**src/rtl/thb_pkg.sv**
```systemverilog
package thb_pkg;

  localparam int DEPTH = 256;
  localparam int AW = $clog2(DEPTH);
  localparam int CW = AW + 1;
  localparam int RATIO_W = 5;
  localparam int CFG_DW = 64;
  localparam int CFG_IW = 2;

  localparam logic [CFG_IW-1:0] CFG_COMPRESS_RATIO = 2'd0;
  localparam logic [CFG_IW-1:0] CFG_COMPRESS_SKIP = 2'd1;
  localparam logic [CFG_IW-1:0] CFG_MIN_DIST_SQ = 2'd2;
  localparam logic [CFG_IW-1:0] CFG_SAVE_TIME = 2'd3;

  localparam logic ACTION_ADD = 1'b0;
  localparam logic ACTION_READ = 1'b1;

  typedef struct packed {
    logic action;
    logic signed [31:0] point_x;
    logic signed [31:0] point_y;
    logic signed [31:0] point_z;
    logic signed [31:0] scalar_value;
    logic scalar_present;
    logic [31:0] time_stamp;
    logic [7:0] read_index;
  } in_item_t;

  typedef struct packed {
    logic accepted;
    logic found;
    logic signed [31:0] out_x;
    logic signed [31:0] out_y;
    logic signed [31:0] out_z;
    logic out_point_valid;
    logic signed [31:0] out_scalar;
    logic out_scalar_valid;
    logic [31:0] out_time;
    logic out_time_valid;
    logic [8:0] stored_count;
  } out_item_t;

  typedef struct packed {
    logic [31:0] x;
    logic [31:0] y;
    logic [31:0] z;
    logic [31:0] scalar;
    logic scalar_ok;
    logic [31:0] stamp;
  } entry_t;

  typedef enum logic [3:0] {
    S_IDLE,
    S_CHECK,
    S_DIFF,
    S_SQUARE,
    S_SUM1,
    S_SUM2,
    S_WRITE,
    S_DEC_RD,
    S_DEC_WR,
    S_RESULT,
    S_READ_OUT
  } state_t;

  typedef struct packed {
    logic latch_in;
    logic rd_ix;
    logic rd_src;
    logic ld_diff;
    logic ld_sq;
    logic ld_sum1;
    logic ld_sum2;
    logic do_write;
    logic dec_step;
    logic dec_done;
    logic ld_result;
  } ctrl_cmd_t;

  typedef struct packed {
    logic is_read;
    logic gate_needed;
    logic drop;
    logic wrap;
    logic dec_more;
    logic out_free;
  } ctrl_status_t;

endpackage

```
**src/rtl/thb_ctrl.sv**
```systemverilog
module thb_ctrl (
  input  logic                  clk,
  input  logic                  rst,
  input  logic                  in_valid,
  output logic                  in_ready,
  input  thb_pkg::ctrl_status_t status,
  output thb_pkg::ctrl_cmd_t    cmd
);

  thb_pkg::state_t state, state_next;

  always_ff @(posedge clk) begin
    if (rst) begin
      state <= thb_pkg::S_IDLE;
    end else begin
      state <= state_next;
    end
  end

  always_comb begin
    state_next = state;
    cmd = '0;
    in_ready = 1'b0;
    case (state)
      thb_pkg::S_IDLE: begin
        in_ready = 1'b1;
        if (in_valid) begin
          cmd.latch_in = 1'b1;
          state_next = thb_pkg::S_CHECK;
        end
      end
      thb_pkg::S_CHECK: begin
        if (status.is_read) begin
          cmd.rd_ix = 1'b1;
          state_next = thb_pkg::S_READ_OUT;
        end else if (status.gate_needed) begin
          state_next = thb_pkg::S_DIFF;
        end else begin
          state_next = thb_pkg::S_WRITE;
        end
      end
      thb_pkg::S_DIFF: begin
        cmd.ld_diff = 1'b1;
        state_next = thb_pkg::S_SQUARE;
      end
      thb_pkg::S_SQUARE: begin
        cmd.ld_sq = 1'b1;
        state_next = thb_pkg::S_SUM1;
      end
      thb_pkg::S_SUM1: begin
        cmd.ld_sum1 = 1'b1;
        state_next = thb_pkg::S_SUM2;
      end
      thb_pkg::S_SUM2: begin
        cmd.ld_sum2 = 1'b1;
        state_next = thb_pkg::S_WRITE;
      end
      thb_pkg::S_WRITE: begin
        cmd.do_write = 1'b1;
        if (!status.drop && status.wrap) begin
          state_next = thb_pkg::S_DEC_RD;
        end else begin
          state_next = thb_pkg::S_RESULT;
        end
      end
      thb_pkg::S_DEC_RD: begin
        if (status.dec_more) begin
          cmd.rd_src = 1'b1;
          state_next = thb_pkg::S_DEC_WR;
        end else begin
          cmd.dec_done = 1'b1;
          state_next = thb_pkg::S_RESULT;
        end
      end
      thb_pkg::S_DEC_WR: begin
        cmd.rd_src = 1'b1;
        cmd.dec_step = 1'b1;
        state_next = thb_pkg::S_DEC_RD;
      end
      thb_pkg::S_RESULT: begin
        if (status.out_free) begin
          cmd.ld_result = 1'b1;
          state_next = thb_pkg::S_IDLE;
        end
      end
      thb_pkg::S_READ_OUT: begin
        cmd.rd_ix = 1'b1;
        if (status.out_free) begin
          cmd.ld_result = 1'b1;
          state_next = thb_pkg::S_IDLE;
        end
      end
      default: begin
        state_next = thb_pkg::S_IDLE;
      end
    endcase
  end

endmodule

```
**config.mk**
```make
export PLATFORM = sky130hd
export DESIGN_NAME = thb_ctrl
export DESIGN_NICKNAME = d
export VERILOG_FILES = /design/src/rtl/thb_pkg.sv /design/src/rtl/thb_ctrl.sv
export SDC_FILE = /design/constraint.sdc
export NUM_CORES = 1
export LEC_CHECK = 0
export ABC_AREA = 1
export ABC_CLOCK_PERIOD_IN_PS = 2100
export CORE_AREA = 2 2 39 41
export DETAILED_ROUTE_END_ITERATION = 8
export DIE_AREA = 0 0 41 43
export DONT_BUFFER_PORTS = 1
export SYNTH_ARGS = -nofsm -noshare
export SYNTH_HDL_FRONTEND = slang
export SYNTH_SLANG_ARGS = --single-unit
```
**constraint.sdc**
```tcl
create_clock -name clk -period 2.1 [get_ports clk]
set_clock_uncertainty 0.15 [all_clocks]
set_input_delay 0.42 -clock clk [delete_from_list [all_inputs] [get_ports clk]]
set_output_delay 0.42 -clock clk [all_outputs]
set_load 0.01 [all_outputs]
```
* Yosys cells after proc, flatten, opt, wreduce, memory -nomap -nowiden *
Index checks and enable logic that the tools add are counted.

operators by class
  shifts and indexed selects = 0
  eq/ne operators = 12
  magnitude comparators = 0
  bitwise logic cells = 0
  add/sub/neg operators = 0
  multiply operators = 0
  divide/modulo/power cells = 0
  muxes and demuxes = 24
  reductions and logical operators = 5

operators by type and width
  kind                number
  $pmux 4 s10         1
  $eq 4x3->1 const B  4
  $mux 1              16
  $mux 4              4
  $eq 4x4->1 const B  3
  $eq 4x2->1 const B  2
  $eq 4x1->1 const B  1
  $logic_not 4->1     1
  $pmux 1 s2          2
  $mux 3              1
  $ne 2x1->1 const B  1
  $ne 2x2->1 const B  1
  $reduce_and 2->1    1
  $reduce_or 2->1     1
  $logic_and 1x1->1   1
  $logic_not 1->1     1

word-level totals
  bits in read-only memories = 0
  RAM bits = 0
  input bits = 9
  register bits = 4
  output and inout bits = 12
  logic and storage cells = 42
  memories = 0
  latch bits = 0

* Depth between registers and ports, before layout *
  depth in word-level cells = 4
  mapped depth = 7
  mapped depth without buffers = 7

* Worst setup path after synthesis *
Ideal clock, no wire load.

  kind = register to output
  start = register state[2]
  end = output port cmd[8] (netlist bit)
  stages on the path, launching flop included = 5
  data arrival time = 911 ps
  path slack = 619 ps
  buffers on the path = 0
  cells stage by stage = dfxtp_1 -> inv_2 -> nor2_4 -> nand2_1 -> o21ai_0

RTL lines
  element                 RTL line        source
  from (decl)             thb_ctrl.sv:10  thb_pkg::state_t state, state_next;
  from (signal assigned)  thb_ctrl.sv:14  state <= thb_pkg::S_IDLE;
  from (signal assigned)  thb_ctrl.sv:16  state <= state_next;
  to (decl)               thb_ctrl.sv:7   output thb_pkg::ctrl_cmd_t cmd

==> flow_summary_export.csv <==
group,metric,value,unit
route,ant_nets,0,
pwr,powerDensity,1402,mW/mm^2
clock_network,hold_buffers,0,
logic_synthesis,synthXorXnorAreaFrac,0,
clock_network,cts_buffer_depth,2,
placed_design,post-place-ws,0.5476,ns
status,status,"completed",
logic_synthesis,synth_top_family_by_area,"simple AND/OR/NAND/NOR gates",
sta,worst_pin_slew,0.3596,ns
layout,top_register,"state",
run,cap_violations,0,
route,drt-initial-drc-count,8,
floorplan,die_y,43,um
clock_network,cts_tree,"yes",
route,drt_pre_antenna_iters,4,
grt,antenna_found_initial,0,
sta,relSlewSlack,0.7584,
placed_design,dp_hpwl,786.6,um
layout,antenna_cells,0,
clock_network,cts.sinks,4,
worst_hold_path,hold_path.class,"in -> reg",
clock_network,post_cts_buffers,0,
layout,fin_nets,85,
logic_synthesis,synth_area_per_cell,5.569,um^2
clock_network,worstSkewPairLatency,0.23,ns
clock_network,cts-root-buf,"clkbuf_4",
logic_synthesis,synth_cell_types,16,
floorplan,initial_core_util,0.2857,
layout,top_regs,"state (4)",
logic_synthesis,synth_area_leaders,"dfxtp_1 20%, nand2_1 16%, inv_1 12%, nor2_1 11%, nor2_4 8.5%",
logic_synthesis,synthesis.nets,80,
clock_network,cts_resized,0,
placed_design,gp_congestion,0.7707,
layout,drive_gt1_frac,0.2027,
grt,grt_max_degree,7,
logic_synthesis,synth_top_area_frac,0.2025,
critical_path,cp_data_required_time,1.53,ns
critical_path,crit_fanout,4,
critical_path,path_cells,"inv_2 > nor2_4 > nand2_1 > o21ai_0",
critical_path,cp.arrival,1.22,ns
route,drcViolationCount,0,
sta,fmax,558.5,MHz
critical_path,worst_setup_path_end_kind,"primary output",
logic_synthesis,synth_compound_area_frac,0.07911,
clock_network,cts_buffers,3,
logic_synthesis,yosys.area_share.simple,0.5665,
sta,setup_tns,0,ns
logic_synthesis,synth_fa_ha_area_frac,0,
sta,setup_ws,0.3093,ns
grt,grt_pass1_wl,1469,um
route,viasPerCell,4.533,
critical_path,cp_slowest_stage_delay,0.40,ns
logic_synthesis,ys_ff_latch,4,
sta,period_minus_slack,1.791,ns
sta,setup_viol,0,
sta,hold_viol,0,
sta,drv_slew,0,
floorplan,core-area,0.001384,mm^2
pwr,p_leak,0.2551,nW
sta,rsz0062_at_grt,"no",
floorplan,dieWidth,41,um
floorplan,rows,14,
pwr,irDropWorstVdd,0.4568,mV
logic_synthesis,synth_area,395.4,um^2
logic_synthesis,seq_area_frac_synth,0.2025,
floorplan,die-area,0.001763,mm^2
layout,largest_reg_flops,4,
critical_path,crit_type,"reg -> out",
critical_path,worstSetupStartpointType,"flop",
logic_synthesis,yosys_warnings,0,
clock_network,htreeDepth,1,
logic_synthesis,yosys.area.top_type,"dfxtp_1",
sta,period_share,0.8527,
grt,grt_pass1_vias,387,
logic_synthesis,muxShareOfSynthArea,0,
grt,grt-ovfl-total,0,
pwr,p_total,613.8,uW
route,vias,408,
layout,area_growth,10.76,%
placed_design,port_buffers,0,
logic_synthesis,netlist_instances,71,
grt,grt.total_usage,0.1304,
critical_path,cpMaxStageDelayCell,"dfxtp_1",
floorplan,io-pin-count,21,
route,routedWlPerCell,9.889,um
clock_network,clk_pin_slew,0.04,ns
route,drt-total-wl,890,um
[critical path: cells and delay by family (launching register included)]
| kind | cells | cell delay [ns] |
|---|---|---|
| AOI/OAI and AO/OA | 1 | 0.31 |
| DFF | 1 | 0.40 |
| and+or+nand+nor | 2 | 0.19 |
| buffers and inverters | 1 | 0.09 |
[where the power goes]
part	internal (mW)	total, mW	switching (mW)
clock network	0.0638	0.0932	0.0294
logic	0.120	0.376	0.256
registers	0.105	0.145	0.0395
[per-layer routing]
metal  up-vias  track usage  share of wire  wire length (um)
met2        15       0.2094           0.53               474
met4         0       0.1200          0.010                 9
met5         -            0              0                 0
met3         2      0.04188          0.071                63
met1       167       0.1186           0.38               341
li1        224            -              -                 -
[cells by family after synthesis]
logic type | after synthesis
buffers and inverters | 16
AOI/OAI and AO/OA | 6
and+or+nand+nor | 45
DFF | 4
[stage by stage]
step                      cell area (um^2)  hold slack (ns)  utilization  instances
after floorplan                      395.4           0.3354            -         71
after global placement               415.4           0.3408       0.3002         87
after detailed placement             415.4           0.3454       0.3002         87
after CTS                            437.9          0.09956       0.3165         90
after global routing                 437.9          0.09552       0.3165         90
final                                437.9           0.1047       0.3165         90
[synth_stat cells, drive strengths merged]
master	count
a31oi	1
nand2	21
nor3	1
dfxtp	4
inv	16
nor2	16
o21ai	2
a21oi	3
nand3	7
[layout make-up]
| class | count | area (um^2) |
|---|---|---|
| Multi-Input combinational cell | 51 | 255.2 |
| Clock buffer | 3 | 22.52 |
| Inverter | 16 | 60.06 |
| Tap cell | 16 | 20.02 |
| Fill cell | 159 | 945.9 |
| Sequential cell | 4 | 80.08 |
[cells in the final DEF, fill, tap and decap left out, drive strengths merged]
cell,synthesis,layout
nand3,7,7
nand2,21,21
nor2,16,16
a31oi,1,1
a21oi,3,3
o21ai,2,2
nor3,1,1
dfxtp,4,4
inv,16,16
clkbuf,0,3
[worst paths after layout]
check / startpoint / end / slack [ns] / cells past startpoint
setup reg to reg: state[3] / state[3] / 0.78 / 5
hold / removal: rst / state[1] / 0.10 / 1
hold reg to reg: state[1] / state[1] / 0.37 / 2
setup / recovery: state[2] / cmd[8] / 0.31 / 4
No activity file was read; power rests on OpenSTA's default activity.
